File: src/hw/rtl/aot_ram.sv
// Generic single-port-write, single-port-read RAM with a registered read.
module aot_ram #(
    parameter int WIDTH = 8,
    parameter int DEPTH = 4
) (
    input  logic                                  clk,
    input  logic                                  we,
    input  logic [(DEPTH > 1 ? $clog2(DEPTH) : 1)-1:0] waddr,
    input  logic [WIDTH-1:0]                      wdata,
    input  logic                                  re,
    input  logic [(DEPTH > 1 ? $clog2(DEPTH) : 1)-1:0] raddr,
    output logic [WIDTH-1:0]                      rdata
);

    logic [WIDTH-1:0] mem [DEPTH];

    // Write port and registered read port; read data holds between reads.
    always_ff @(posedge clk)
    begin
        if (we)
        begin
            mem[waddr] <= wdata;
        end
        if (re)
        begin
            rdata <= mem[raddr];
        end
    end

endmodule

File: config.mk
export PLATFORM = sky130hd
export DESIGN_NAME = aot_ram
export DESIGN_NICKNAME = d
export VERILOG_FILES = /design/src/hw/rtl/aot_ram.sv
export SDC_FILE = /design/constraint.sdc
export NUM_CORES = 1
export LEC_CHECK = 0
export ABC_AREA = 1
export BUFFER_PORTS_ARGS = -buffer_cell sky130_fd_sc_hd__buf_4
export CORE_ASPECT_RATIO = 1.25
export CORE_UTILIZATION = 50
export CTS_CLUSTER_SIZE = 25
export DETAILED_ROUTE_END_ITERATION = 8
export PLACE_DENSITY = 0.72
export SLEW_MARGIN = 20
export SYNTH_ARGS = -nofsm -noshare
export SYNTH_HDL_FRONTEND = slang
export SYNTH_SLANG_ARGS = --single-unit
File: constraint.sdc
create_clock -name clk -period 1.2 [get_ports clk]
set_input_delay 0.18 -clock clk [delete_from_list [all_inputs] [get_ports clk]]
set_output_delay 0.18 -clock clk [all_outputs]
set_load 0.03 [all_outputs]
==> impl_metrics.py, run 1 <==
metrics = {
    "synthesis": {
        "synth.top_cell.area_share_pct": 73.8,
        "yosysUniqueCellTypes": 9,
        "synth.yosys.warnings": 0,
        "ys_seq_area_share_pct": 73.8,
        "netlist_area_before_placement_sq_mm": 0.00163,
        "syn_inst": 141,
        "synth_top_cell_by_area": "edfxtp_1",
        "synth-seq-cells": 40,
        "synthesis.area_per_instance_sq_um": 11.5,
        "syn_nets": 156,
        "synth.area.top_cells": "edfxtp_1, nand2_1, inv_1",
    },
    "cells_and_area": {
        "synthToLayoutAreaGrowth_pct": 16.8,
        "filler_cell_count": 259,
        "finalNetCount": 185,
        "layout.cells.non_filler": 207,
        "antenna-diode-count": 0,
        "post-route-util_pct": 62.8,
        "fraction_of_final_layout_cells_with_drive_strength_greater_than_1_pct": 21.1,
        "layout_common_cells": "nand2_1, edfxtp_1, inv_1",
    },
    "setup_path": {
        "worst-endpoint-required_ns": 1.02,
        "worst-path-max-fanout": 1,
        "critical_path_buf_inv_count": 1,
        "cp_max_stage_delay_ns": 0.39,
        "family_with_the_most_delay_on_the_worst_path": "flip-flops",
        "critPathCaptureType": "output pin",
        "path_cells": "buf_4",
        "worst_setup_path_start_kind": "register",
        "arrival_ns": 0.91,
        "cp_slowest_cell": "edfxtp_1",
        "timing_worst_setup_path_type": "register to output pin",
    },
    "pwr": {
        "total_power_mw": 2.57,
        "combPwrFrac_pct": 10.1,
        "pwr_density_mw_per_mm2": 1350,
        "leakage_power_nw": 0.866,
        "clock_power_share_pct": 26.0,
        "net-switching-power_mw": 0.616,
        "seq_power_share_pct": 63.9,
        "p_int_mw": 1.95,
        "vdd_drop_max_mv": 1.01,
        "switching_share_pct": 24.0,
    },
    "timing": {
        "min_period_over_period_pct": 90.7,
        "final_period_minus_worst_setup_slack_ns": 1.09,
        "max_clock_freq_mhz": 919,
        "report.final.hold_viol_count": 0,
        "slew_violations": 0,
        "grt_setup_unrepaired": "no",
        "finalSetupViolations": 0,
        "worst_margin_pin_slew_ns": 0.225,
        "worst_slew_margin_rel_pct": 85.0,
        "clock_skew_ns": 0.00801,
    },
    "detailed_routing": {
        "drt-vias-per-instance": 4.78,
        "routed_wl_mm": 2.82,
        "dr_pass1_iterations": 4,
        "route.detailed.drc": 0,
        "route.detailed.wl_per_inst_um": 13.6,
        "initialDrtViolationCount": 26,
        "ant_nets": 0,
        "num_vias": 989,
    },
    "job": {
        "cap_violations": 0,
    },
    "global_route": {
        "grt_pass1_vias": 965,
        "grt_first_pass_wirelength_mm": 4.57,
        "antenna_found_initial": 0,
        "grt_start_max_net_pins": 18,
        "grt.total_usage_pct": 20.0,
        "overflow": 0,
    },
    "clocking": {
        "holdBufCountCts": 0,
        "clock_tree.htree_level_count": 2,
        "cts_made_buffers": 5,
        "cts.repair.resized": 0,
        "clock-root-buffer": "clkbuf_4",
        "postCtsSetupBuffers": 0,
        "cts_sinks": 40,
        "tritoncts": "yes",
        "clk_pin_slew_worst_paths_ns": 0.12,
        "cts.path.max_buffers": 2,
        "worst_skew_pair.late_latency_ns": 0.34,
    },
    "floorplan": {
        "io_pins": 23,
        "core_sq_mm": 0.00303,
        "starting_utilization_of_the_core_area_pct": 53.8,
        "overall_die_area_sq_mm": 0.00349,
        "floorplan.rows": 22,
        "die_width_um": 53.0,
        "die_height_um": 65.8,
    },
    "hold_path": {
        "timing.hold.worst.class": "input pin to register",
    },
    "placement": {
        "dpl.hpwl_mm": 2.14,
        "place.detailed.instances": 199,
        "port_buffers": 22,
        "place_congestion": 0.861,
    },
    "outcome": {
        "run_status": "complete, no violations",
    },
}
-- power by group through the flow --
stage | registers [mW] | logic (mW) | clock network [mW]
detailed placement | 1.67 | 0.263 | 0
global route | 1.65 | 0.288 | 0.747
CTS | 1.64 | 0.264 | 0.689
floorplan | 1.71 | 0.109 | 0
finish | 1.64 | 0.260 | 0.667
global placement | 1.67 | 0.255 | 0
-- Yosys cell counts --
| library cell | instances |
|---|---|
| nor3_1 | 4 |
| nand2_1 | 40 |
| buf_4 | 1 |
| edfxtp_1 | 40 |
| buf_6 | 2 |
| inv_4 | 1 |
| inv_1 | 36 |
| buf_2 | 1 |
| nand3_1 | 16 |
-- state kept, by name, indices dropped and copies added, names as in the netlist --
name,cells
mem,32
rdata,8
-- worst paths after layout --
kind	cells after the start	to	startpoint	slack [ns]
max	1	rdata[3]	rdata[3]	0.11
min	1	mem[1][5]	wdata[5]	0.04
max reg2reg	4	rdata[5]	mem[1][5]	0.31
min reg2reg	4	rdata[6]	mem[3][6]	0.64
-- through the flow --
step / area [sq um] / hold slack [ns] / worst slack (ns) / setup TNS (ns)
floorplan: 1640 / 0.279 / -0.0378 / -0.549
global placement: 1840 / 0.396 / 0.223 / 0
detailed placement: 1840 / 0.394 / 0.197 / 0
CTS: 1900 / 0.0203 / 0.0801 / 0
global route: 1900 / 0.00196 / 0.0519 / 0
finish: 1900 / 0.0353 / 0.112 / 0
-- layer usage --
metal	vias to the layer above	wire (um)	GRT usage (%)	share of wire (%)
li1	499	-	-	-
met5	-	0	0	0
met2	32	1540	34.7	55
met1	453	1070	21.7	38
met4	0	57	7.89	2.0
met3	5	147	7.13	5.2
-- kinds of logic after synthesis --
| logic type | Yosys count | synth area share (%) |
|---|---|---|
| buf+inv | 41 | 10.8 |
| simple gates | 60 | 15.4 |
| flops | 40 | 73.8 |
-- layout make-up --
| class | count | area (sq um) | share of cell area [%] |
|---|---|---|---|
| Clock buffer | 6 | 41.3 | 2.17 |
| Clock inverter | 2 | 16.3 | 0.856 |
| Inverter | 37 | 141 | 7.44 |
| Multi-Input combinational cell | 60 | 260 | 13.7 |
| Sequential cell | 40 | 1200 | 63.2 |
| Tap cell | 36 | 45.0 | 2.37 |
| Timing Repair Buffer | 26 | 195 | 10.3 |
No activity file was read; power rests on OpenSTA's default activity.
==> run 2: changes to the inputs <==
--- a/config.mk
+++ b/config.mk
@@ -7,7 +7,6 @@
 export LEC_CHECK = 0
 export ABC_AREA = 1
 export BUFFER_PORTS_ARGS = -buffer_cell sky130_fd_sc_hd__buf_4
-export CORE_ASPECT_RATIO = 1.25
 export CORE_UTILIZATION = 50
 export CTS_CLUSTER_SIZE = 25
 export DETAILED_ROUTE_END_ITERATION = 8
==> run 2 against run 1 <==
Compared with the run above: register-to-register slack is essentially flat; combinational power barely moved; flip-flop and latch count is the same; critical path type unchanged; highest routed layer unchanged; via count decreased by 0.30%.
==> impl_metrics.py, run 2 (synthesis gave the netlist of run 1 again) <==
metrics = {
    "outcome": {
        "run_status": "complete, no violations",
    },
    "detailed_routing": {
        "ant_nets": 0,
        "routed_wl_mm": 2.64,
        "dr_pass1_iterations": 5,
        "drt-vias-per-instance": 4.61,
        "route.detailed.wl_per_inst_um": 12.3,
        "initialDrtViolationCount": 27,
        "num_vias": 986,
        "route.detailed.drc": 0,
    },
    "clocking": {
        "worst_skew_pair.late_latency_ns": 0.33,
        "cts_made_buffers": 5,
        "clock-root-buffer": "clkbuf_4",
        "cts.path.max_buffers": 2,
        "cts.repair.resized": 0,
        "clk_pin_slew_worst_paths_ns": 0.11,
        "clock_tree.htree_level_count": 2,
        "holdBufCountCts": 0,
        "tritoncts": "yes",
        "cts_sinks": 40,
        "postCtsSetupBuffers": 0,
    },
    "cells_and_area": {
        "largest_register": "mem",
        "fraction_of_final_layout_cells_with_drive_strength_greater_than_1_pct": 21.2,
        "finalNetCount": 185,
        "post-route-util_pct": 61.8,
        "layout_common_cells": "nand2_1, edfxtp_1, inv_1",
        "reg.largest.list": "mem (32), rdata (8)",
        "antenna-diode-count": 0,
        "largest_reg_flops": 32,
        "synthToLayoutAreaGrowth_pct": 16.9,
    },
    "placement": {
        "dpl.hpwl_mm": 1.99,
        "place_congestion": 0.825,
        "port_buffers": 22,
        "dp_slack_ns": 0.201,
    },
    "pwr": {
        "leakage_power_nw": 0.865,
        "pwr_density_mw_per_mm2": 1320,
        "vdd_drop_max_mv": 1.03,
    },
    "timing": {
        "grt_setup_unrepaired": "no",
        "setup_ws_ns": 0.141,
        "finalSetupViolations": 0,
        "slew_violations": 0,
        "min_period_over_period_pct": 88.3,
        "worst_margin_pin_slew_ns": 0.212,
        "report.final.hold_viol_count": 0,
        "clock_skew_ns": 0.0118,
        "worst_slew_margin_rel_pct": 85.9,
        "max_clock_freq_mhz": 944,
        "final_period_minus_worst_setup_slack_ns": 1.06,
    },
    "floorplan": {
        "die_width_um": 59.1,
        "io_pins": 23,
        "floorplan.rows": 20,
        "starting_utilization_of_the_core_area_pct": 52.9,
        "overall_die_area_sq_mm": 0.00349,
        "core_sq_mm": 0.00308,
        "die_height_um": 59.1,
    },
    "setup_path": {
        "cp_slowest_cell": "edfxtp_1",
        "arrival_ns": 0.88,
        "path_cells": "buf_4",
        "worst-endpoint-required_ns": 1.02,
        "timing_worst_setup_path_type": "register to output pin",
        "family_with_the_most_delay_on_the_worst_path": "flip-flops",
        "cp_max_stage_delay_ns": 0.38,
        "critPathCaptureType": "output pin",
        "worst_setup_path_start_kind": "register",
        "critical_path_buf_inv_count": 1,
        "worst-path-max-fanout": 1,
    },
    "global_route": {
        "overflow": 0,
        "antenna_found_initial": 0,
        "grt_pass1_vias": 892,
        "grt_first_pass_wirelength_mm": 4.27,
        "grt.total_usage_pct": 17.9,
        "grt_start_max_net_pins": 18,
    },
    "job": {
        "cap_violations": 0,
    },
    "hold_path": {
        "timing.hold.worst.class": "input pin to register",
    },
}
[run 2: cell type report]
type	instances	area (sq um)
Clock inverter	2	12.5
Timing Repair Buffer	26	195
Tap cell	44	55.1
Sequential cell	40	1200
Multi-Input combinational cell	60	260
Fill cell	237	1170
Inverter	37	141
Clock buffer	5	37.5
[run 2: through the flow]
step / area (sq um) / total power [mW] / setup TNS, ns / hold slack [ns] / std cells
floorplan: 1640 / 1.82 / -0.549 / 0.279 / 141
global placement: 1850 / 1.93 / 0 / 0.400 / 207
detailed placement: 1850 / 1.93 / 0 / 0.397 / 207
CTS: 1900 / 2.53 / 0 / 0.0384 / 214
global route: 1900 / 2.62 / 0 / 0.0354 / 214
finish: 1900 / 2.51 / 0 / 0.0537 / 214
[run 2: power breakdown]
group / total [mW] / internal, mW / switching, mW
Combinational: 0.258 / 0.0971 / 0.161
Clock: 0.610 / 0.214 / 0.396
Sequential: 1.64 / 1.62 / 0.0191
Total: 2.51 / 1.93 / 0.576
[run 2: worst paths after layout]
path,from,to,slack [ns],cells past startpoint
setup / recovery,rdata[5],rdata[5],0.14,1
hold / removal,wdata[3],mem[0][3],0.05,1
setup reg to reg,mem[2][4],rdata[4],0.31,4
hold reg to reg,mem[1][5],rdata[5],0.64,4
[run 2: layer usage]
layer / global-route usage [%] / vias up / part of all wire, %
li1: - / 501 / -
met1: 23.3 / 448 / 45
met2: 28.4 / 33 / 49
met3: 5.46 / 4 / 4.7
met4: 7.14 / 0 / 1.6
met5: 0 / - / 0
