**src/hw/rtl/aot_pkg.sv**
```systemverilog
// Shared constants, types and arithmetic helpers of the adaptive oscillator tracker.
package aot_pkg;

    // Sizing of the oscillator.
    localparam int HARMONICS        = 4;
    localparam int SINE_TABLE_DEPTH = 256;
    localparam int LUT_BITS         = $clog2(SINE_TABLE_DEPTH);
    localparam int IDX_W            = (HARMONICS > 1) ? $clog2(HARMONICS) : 1;

    // Fixed-point constants.
    localparam logic [19:0]        FREQ_MIN    = 20'd32768;
    localparam logic [19:0]        FREQ_MAX    = 20'd983040;
    localparam logic [19:0]        FREQ_RESET  = 20'd393216;
    localparam logic signed [31:0] EPS_Q16     = 32'sd655;
    localparam logic signed [63:0] RAD_TO_TURN = 64'sd683565276;
    localparam logic [63:0]        HALF_PI_Q30 = 64'd1686629713;
    localparam logic [15:0]        QUARTER_TURN = 16'h4000;
    localparam logic signed [65:0] SAT_HI      = 66'sd2147483647;
    localparam logic signed [65:0] SAT_LO      = -66'sd2147483648;
    localparam logic signed [31:0] INT_MAX     = 32'sh7FFFFFFF;
    localparam logic signed [31:0] INT_MIN     = 32'sh80000000;

    // Configuration register indexes.
    localparam logic [2:0] CFG_START_FREQ = 3'd0;
    localparam logic [2:0] CFG_RATE_FREQ  = 3'd1;
    localparam logic [2:0] CFG_RATE_PHASE = 3'd2;
    localparam logic [2:0] CFG_RATE_AMP   = 3'd3;
    localparam logic [2:0] CFG_STEP_TIME  = 3'd4;
    localparam logic [2:0] CFG_LEAD_TIME  = 3'd5;

    // Configuration reset values.
    localparam logic [20:0] RATE_RESET = 21'd32768;
    localparam logic [16:0] STEP_RESET = 17'd328;
    localparam logic [16:0] LEAD_RESET = 17'd1311;

    // Shift selectors for the product helper.
    localparam logic SH15 = 1'b1;
    localparam logic SH16 = 1'b0;

    // Status of the iterative divider.
    typedef struct packed {
        logic busy;
        logic done;
    } aot_div_stat_t;

    typedef logic signed [15:0] sine_lut_t [SINE_TABLE_DEPTH];

    // Builds the Q1.15 sine table over one turn with a fixed-point Taylor series.
    function automatic sine_lut_t build_sine();
        sine_lut_t   lut;
        logic [15:0] t;
        logic [1:0]  q;
        logic [14:0] r;
        logic [63:0] x;
        logic [63:0] x2;
        logic [63:0] term;
        logic [63:0] sum;
        logic [63:0] v;
        for (int k = 0; k < SINE_TABLE_DEPTH; k++)
        begin
            t = 16'(k << (16 - LUT_BITS));
            q = t[15:14];
            r = {1'b0, t[13:0]};
            if (q[0])
            begin
                r = 15'h4000 - r;
            end
            x    = (64'(r) * HALF_PI_Q30) >> 14;
            x2   = (x * x) >> 30;
            term = x;
            sum  = x;
            term = ((term * x2) >> 30) / 6;
            sum  = sum - term;
            term = ((term * x2) >> 30) / 20;
            sum  = sum + term;
            term = ((term * x2) >> 30) / 42;
            sum  = sum - term;
            term = ((term * x2) >> 30) / 72;
            sum  = sum + term;
            term = ((term * x2) >> 30) / 110;
            sum  = sum - term;
            v = (sum + 64'd16384) >> 15;
            if (v > 64'd32767)
            begin
                v = 64'd32767;
            end
            lut[k] = q[1] ? -$signed(16'(v)) : $signed(16'(v));
        end
        return lut;
    endfunction

    localparam sine_lut_t SINE_LUT = build_sine();

    // Table sine of a turn-fraction phase.
    function automatic logic signed [15:0] sine_of(input logic [15:0] ph);
        return SINE_LUT[ph[15 -: LUT_BITS]];
    endfunction

    // Table cosine, a quarter turn ahead of the sine.
    function automatic logic signed [15:0] cosine_of(input logic [15:0] ph);
        return sine_of(ph + QUARTER_TURN);
    endfunction

    // Saturates a wide signed value to 32 bits.
    function automatic logic signed [31:0] sat32(input logic signed [65:0] v);
        if (v > SAT_HI)
        begin
            return INT_MAX;
        end
        else if (v < SAT_LO)
        begin
            return INT_MIN;
        end
        return v[31:0];
    endfunction

    // Product shifted back to its format by floor and saturated.
    function automatic logic signed [31:0] mulq(input logic signed [32:0] a,
                                                input logic signed [32:0] b,
                                                input logic               sh15);
        logic signed [65:0] p;
        logic signed [65:0] s;
        p = a * b;
        s = sh15 ? (p >>> 15) : (p >>> 16);
        return sat32(s);
    endfunction

    // Converts a Q16.16 radian step into a phase step modulo one turn.
    function automatic logic [15:0] phase_step(input logic signed [31:0] rad);
        logic signed [63:0] p;
        p = 64'(rad) * RAD_TO_TURN;
        return p[47:32];
    endfunction

endpackage

```
**src/hw/rtl/aot_div.sv**
```systemverilog
// Iterative signed divider, one quotient bit per cycle, truncating and saturating.
module aot_div (
    input  logic                  clk,
    input  logic                  rst_n,
    input  logic                  start,
    input  logic signed [47:0]    num,
    input  logic signed [31:0]    den,
    output logic signed [31:0]    quo,
    output aot_pkg::aot_div_stat_t stat
);

    localparam logic [1:0] D_IDLE = 2'd0;
    localparam logic [1:0] D_RUN  = 2'd1;
    localparam logic [1:0] D_FIN  = 2'd2;
    localparam logic [5:0] LAST_STEP = 6'd47;

    logic [1:0]  dstate_reg;
    logic [5:0]  cnt_reg;
    logic [47:0] dvd_reg;
    logic [31:0] dsr_reg;
    logic [31:0] rem_reg;
    logic        neg_reg;
    logic        zden_reg;
    logic        nneg_reg;
    logic        nzero_reg;
    logic [32:0] shifted;
    logic [33:0] diff;
    logic        ge;

    // One restoring step.
    assign shifted = {rem_reg, dvd_reg[47]};
    assign diff    = {1'b0, shifted} - {2'b00, dsr_reg};
    assign ge      = !diff[33];

    // Control sequence.
    always_ff @(posedge clk or negedge rst_n)
    begin
        if (!rst_n)
        begin
            dstate_reg <= D_IDLE;
            cnt_reg    <= '0;
        end
        else
        begin
            unique case (dstate_reg)
                D_IDLE:
                begin
                    if (start)
                    begin
                        dstate_reg <= D_RUN;
                        cnt_reg    <= '0;
                    end
                end
                D_RUN:
                begin
                    cnt_reg <= cnt_reg + 6'd1;
                    if (cnt_reg == LAST_STEP)
                    begin
                        dstate_reg <= D_FIN;
                    end
                end
                D_FIN:
                begin
                    dstate_reg <= D_IDLE;
                end
                default:
                begin
                    dstate_reg <= D_IDLE;
                end
            endcase
        end
    end

    // Operand magnitudes and the shifting remainder and quotient.
    always_ff @(posedge clk)
    begin
        if (dstate_reg == D_IDLE && start)
        begin
            dvd_reg   <= num[47] ? (~num + 48'd1) : num;
            dsr_reg   <= den[31] ? (~den + 32'd1) : den;
            rem_reg   <= '0;
            neg_reg   <= num[47] ^ den[31];
            zden_reg  <= (den == '0);
            nneg_reg  <= num[47];
            nzero_reg <= (num == '0);
        end
        else if (dstate_reg == D_RUN)
        begin
            rem_reg <= ge ? diff[31:0] : shifted[31:0];
            dvd_reg <= {dvd_reg[46:0], ge};
        end
    end

    // Sign and saturation of the finished quotient.
    always_comb
    begin
        if (zden_reg)
        begin
            quo = nzero_reg ? '0 : (nneg_reg ? aot_pkg::INT_MIN : aot_pkg::INT_MAX);
        end
        else if (!neg_reg)
        begin
            quo = (dvd_reg > 48'h7FFFFFFF) ? aot_pkg::INT_MAX : $signed(dvd_reg[31:0]);
        end
        else
        begin
            quo = (dvd_reg > 48'h80000000) ? aot_pkg::INT_MIN
                                           : $signed(~dvd_reg[31:0] + 32'd1);
        end
    end

    assign stat.busy = (dstate_reg != D_IDLE);
    assign stat.done = (dstate_reg == D_FIN);

endmodule

```
**config.mk**
```make
export PLATFORM = sky130hd
export DESIGN_NAME = aot_div
export DESIGN_NICKNAME = d
export VERILOG_FILES = /design/src/hw/rtl/aot_pkg.sv /design/src/hw/rtl/aot_div.sv
export SDC_FILE = /design/constraint.sdc
export NUM_CORES = 1
export LEC_CHECK = 0
export ABC_AREA = 1
export BUFFER_PORTS_ARGS = -buffer_cell sky130_fd_sc_hd__buf_4
export CAP_MARGIN = 20
export CELL_PAD_IN_SITES_DETAIL_PLACEMENT = 0
export CELL_PAD_IN_SITES_GLOBAL_PLACEMENT = 1
export CORE_MARGIN = 2
export CORE_UTILIZATION = 43
export DETAILED_ROUTE_END_ITERATION = 10
export PLACE_DENSITY_LB_ADDON = 0.12
export SLEW_MARGIN = 40
export SYNTH_ARGS = -nofsm -noshare
export SYNTH_HDL_FRONTEND = slang
export SYNTH_SLANG_ARGS = --single-unit
```
**constraint.sdc**
```tcl
create_clock -name clk -period 3.1 [get_ports clk]
set_input_delay 0.155 -clock clk [delete_from_list [all_inputs] [get_ports clk]]
set_output_delay 0.155 -clock clk [all_outputs]
set_load 0.03 [all_outputs]
```
==> impl_metrics.toml <==
[clock_network]
postCtsSetupBuffers = 0
clock_sink_count = 124
ctsRootBufferMaster = "clkbuf_16"
clkTransAtPathRegs_ps = 60
cts_htree_levels = 4
cts_buffers = 17
clock_tree.buffer_depth = 2
cts_tree = "yes"
worstSkewPairLatency_ps = 430

[synth]
synth_edf_count = 84
netlist_top_cells_area = "edfxtp_1 (21%), nand2_1 (21%), inv_1 (9.1%)"
synth.avg_cell_area_sq_um = 6.12
netlist-cell-type-count = 45
synth.yosys.seq_area_share = 0.285
yosys_warnings = 0
async_s_r_ff_share_synth = 0.0645
yosys_most_used_dff = "edfxtp_1"
most_instantiated_cells_after_synthesis = "nand2_1 (667), inv_1 (286), nor2_1 (207), nand3_1 (170), o21ai_0 (104)"
synthCells = 1931
synthesis.nets = 2051
synth_top_cell_by_area = "edfxtp_1"
yosysMostFrequentCell = "nand2_1"
synth_top_area_share = 0.214
ys_ff_latch = 124
post_synth_instance_area_sq_mm = 0.0118

[floorplanning]
total_die_area_sq_mm = 0.0288
starting_density_of_the_core = 0.438
rows = 60
floorplan.io_pins = 117
die_w_um = 170
die_height_um = 170
core_area_sq_mm = 0.0270

[job]
max_cap_viol_count = 0

[timing]
final_hold_viol_count = 0
fin_crit_sh = 0.937
final-max-slew-violation-count = 0
rsz0062_at_grt = "false"
max_slew.worst_pin.slew_ps = 718
hold_slack_ps = 28.9
finalClockSkew_ps = 11.6
totalNegativeSetupSlack_ps = 0
maxSlewHeadroom = 0.517
fmax_mhz = 344
final.min_clock_period_ps = 2900
setup-violations-final = 0

[power]
irDropWorstVdd_v = 0.000360
power_frac_seq = 0.273
power_internal_mw = 6.19
power_switching_share = 0.485
static-leakage-power_nw = 6.89
p_total_mw = 12.0
netSwitchingPower_mw = 5.83
power.clock.fraction = 0.172
power_per_cell_area_mw_per_mm2 = 881
power.combinational.fraction = 0.555

[worst_setup_path]
critical_path_arrival_ps = 2750
critPathLaunchType = "flip-flop"
crit_path_capture = "quo[24]"
ff2ff_setup_slack_ps = 520
reg2regPathDepth = 16
cp_data_required_time_ps = 2940
worst_r2r_startpoint = "dvd_reg[47]$_DFFE_PP_"
peak_fanout_along_the_critical_path = 25
cp-startpoint = "dvd_reg[0]$_DFFE_PP_"
type_of_the_worst_setup_path = "flip-flop to output pin"
worstSetupEndpointType = "output pin"
endpoint_of_the_worst_slack_reg_to_reg_timing_path = "rem_reg[28]$_SDFFE_PP0P_"

[cells_and_area]
stdcell_area_sq_mm = 0.0136
layout_filler_cell_count = 2854
antenna-diode-count = 0
area_delta_synth_final_pct = 15.5
largest_reg_flops = 48
final-seq-area_sq_mm = 0.00336
fin_nets = 2149
multiInputGateArea_sq_mm = 0.00711
drive_above_1_share = 0.104

[drt]
drtAntennaViolNets = 0
route.detailed.wl_per_inst_um = 16.6
detailroute.via_count = 12300
route.detailed.vias_per_inst = 5.17
drtIter0Drc = 1191
firstDrtPassIters = 6
wirelength_um = 39600
route.detailed.drc = 0

[global_route]
antenna_violations_before_repair = 0
grt_util_all_layers = 0.279
grt_pass1_wl_um = 62400
grt_remaining_overflow = 0
grt_start_max_net_pins = 69
grt_pass1_vias = 11500

[run_status]
result_of_the_run = "completed"

[place]
routabilityCongestion = 0.913
port_buffer_count = 116
post-dp-hpwl_um = 31400
placedInstanceArea_sq_mm = 0.0130

[worst_hold_path]
worstHoldPathType = "input port to flip-flop"
-- final cells by class --
| cell class | instances | area share |
|---|---|---|
| clock buffer | 19 | 0.0317 |
| clock inverter | 13 | 0.0124 |
| inverter | 299 | 0.0823 |
| multi-input combinational | 1456 | 0.521 |
| sequential | 124 | 0.247 |
| tap | 341 | 0.0313 |
| timing repair buffer | 131 | 0.0743 |
-- layout by cell type (no fill, tap or decap), types with 28 or more instances in the layout --
master / netlist / layout
xor2_1: 67 / 67
nand3_1: 170 / 170
inv_1: 286 / 283
o21ai_0: 104 / 102
o21ai_1: 28 / 28
edfxtp_1: 84 / 84
nand4_1: 41 / 41
nand2_1: 667 / 666
nor2_1: 207 / 206
ha_1: 36 / 35
dfxtp_1: 32 / 32
buf_4: 0 / 127
-- metal layers --
layer | up-vias | track usage | wire length [um] | part of all wire
li1 | 6310 | - | - | -
met3 | 37 | 0.0471 | 2520 | 0.064
met5 | - | 0 | 0 | 0
met2 | 387 | 0.409 | 16100 | 0.41
met4 | 0 | 0.0572 | 472 | 0.012
met1 | 5583 | 0.426 | 20400 | 0.52
-- how the worst min path moves through the flow --
stage | start | cells after the start | end | slack [ps]
after floorplan | rst_n | 0 | cnt_reg[0]$_DFFE_PN0P_ | -140
after global placement | rst_n | 1 | dstate_reg[1]$_DFFE_PN0P_ | -20
after detailed placement | rst_n | 1 | cnt_reg[5]$_DFFE_PN0P_ | -20
after CTS | den[29] | 2 | dsr_reg[31]$_SDFFCE_PN0P_ | 30
after global routing | den[15] | 3 | dsr_reg[15]$_DFFE_PP_ | 40
final | den[27] | 3 | dsr_reg[27]$_DFFE_PP_ | 30
-- power by group through the flow --
| stage | combinational, mW | clock [mW] | sequential, mW |
|---|---|---|---|
| after floorplan | 4.87 | 0 | 3.04 |
| after global placement | 6.52 | 0 | 3.28 |
| after detailed placement | 6.55 | 0 | 3.29 |
| after CTS | 6.58 | 2.09 | 3.26 |
| after global routing | 7.54 | 2.16 | 3.37 |
| final | 6.66 | 2.07 | 3.28 |
-- critical path, cell delays in order, from the launching register on --
cell      delay [ps]
edfxtp_1         440
inv_2            120
ha_2             210
nand3_2          140
nor2_4           200
nand2_1          110
nor2_1           140
nand2_1          100
nand2_4          150
nand2_8          140
o21ai_1          240
nand2_1           90
nand2_1           70
buf_4            170
-- cells by family (layout without fill, tap and decap cells) --
| group | Yosys count | count (layout) | synth area share |
|---|---|---|---|
| xor+xnor | 84 | 84 | 0.0623 |
| simple gates | 1159 | 1159 | 0.419 |
| flops | 124 | 124 | 0.285 |
| buf+inv | 351 | 462 | 0.115 |
| fa+ha+maj | 37 | 37 | 0.0398 |
| compound gates | 176 | 176 | 0.0790 |
-- timing repair --
item / in CTS / in global routing
resized for setup: 0 / 8
hold buffers: 2 / 0
hold endpoints to repair: 9 / 0
endpoints found under the setup margin: 0 / 25
-- metrics by stage --
| stage | std cells | util | setup slack [ps] |
|---|---|---|---|
| 2_1_floorplan | 1931 | - | 569 |
| 3_3_place_gp | 2349 | 0.482 | 465 |
| 3_5_place_dp | 2349 | 0.482 | 482 |
| 4_1_cts | 2383 | 0.505 | 27.3 |
| 5_1_grt | 2383 | 0.506 | 42.0 |
| 6_report | 2383 | 0.506 | 196 |
(Power assumes the default switching activity.)
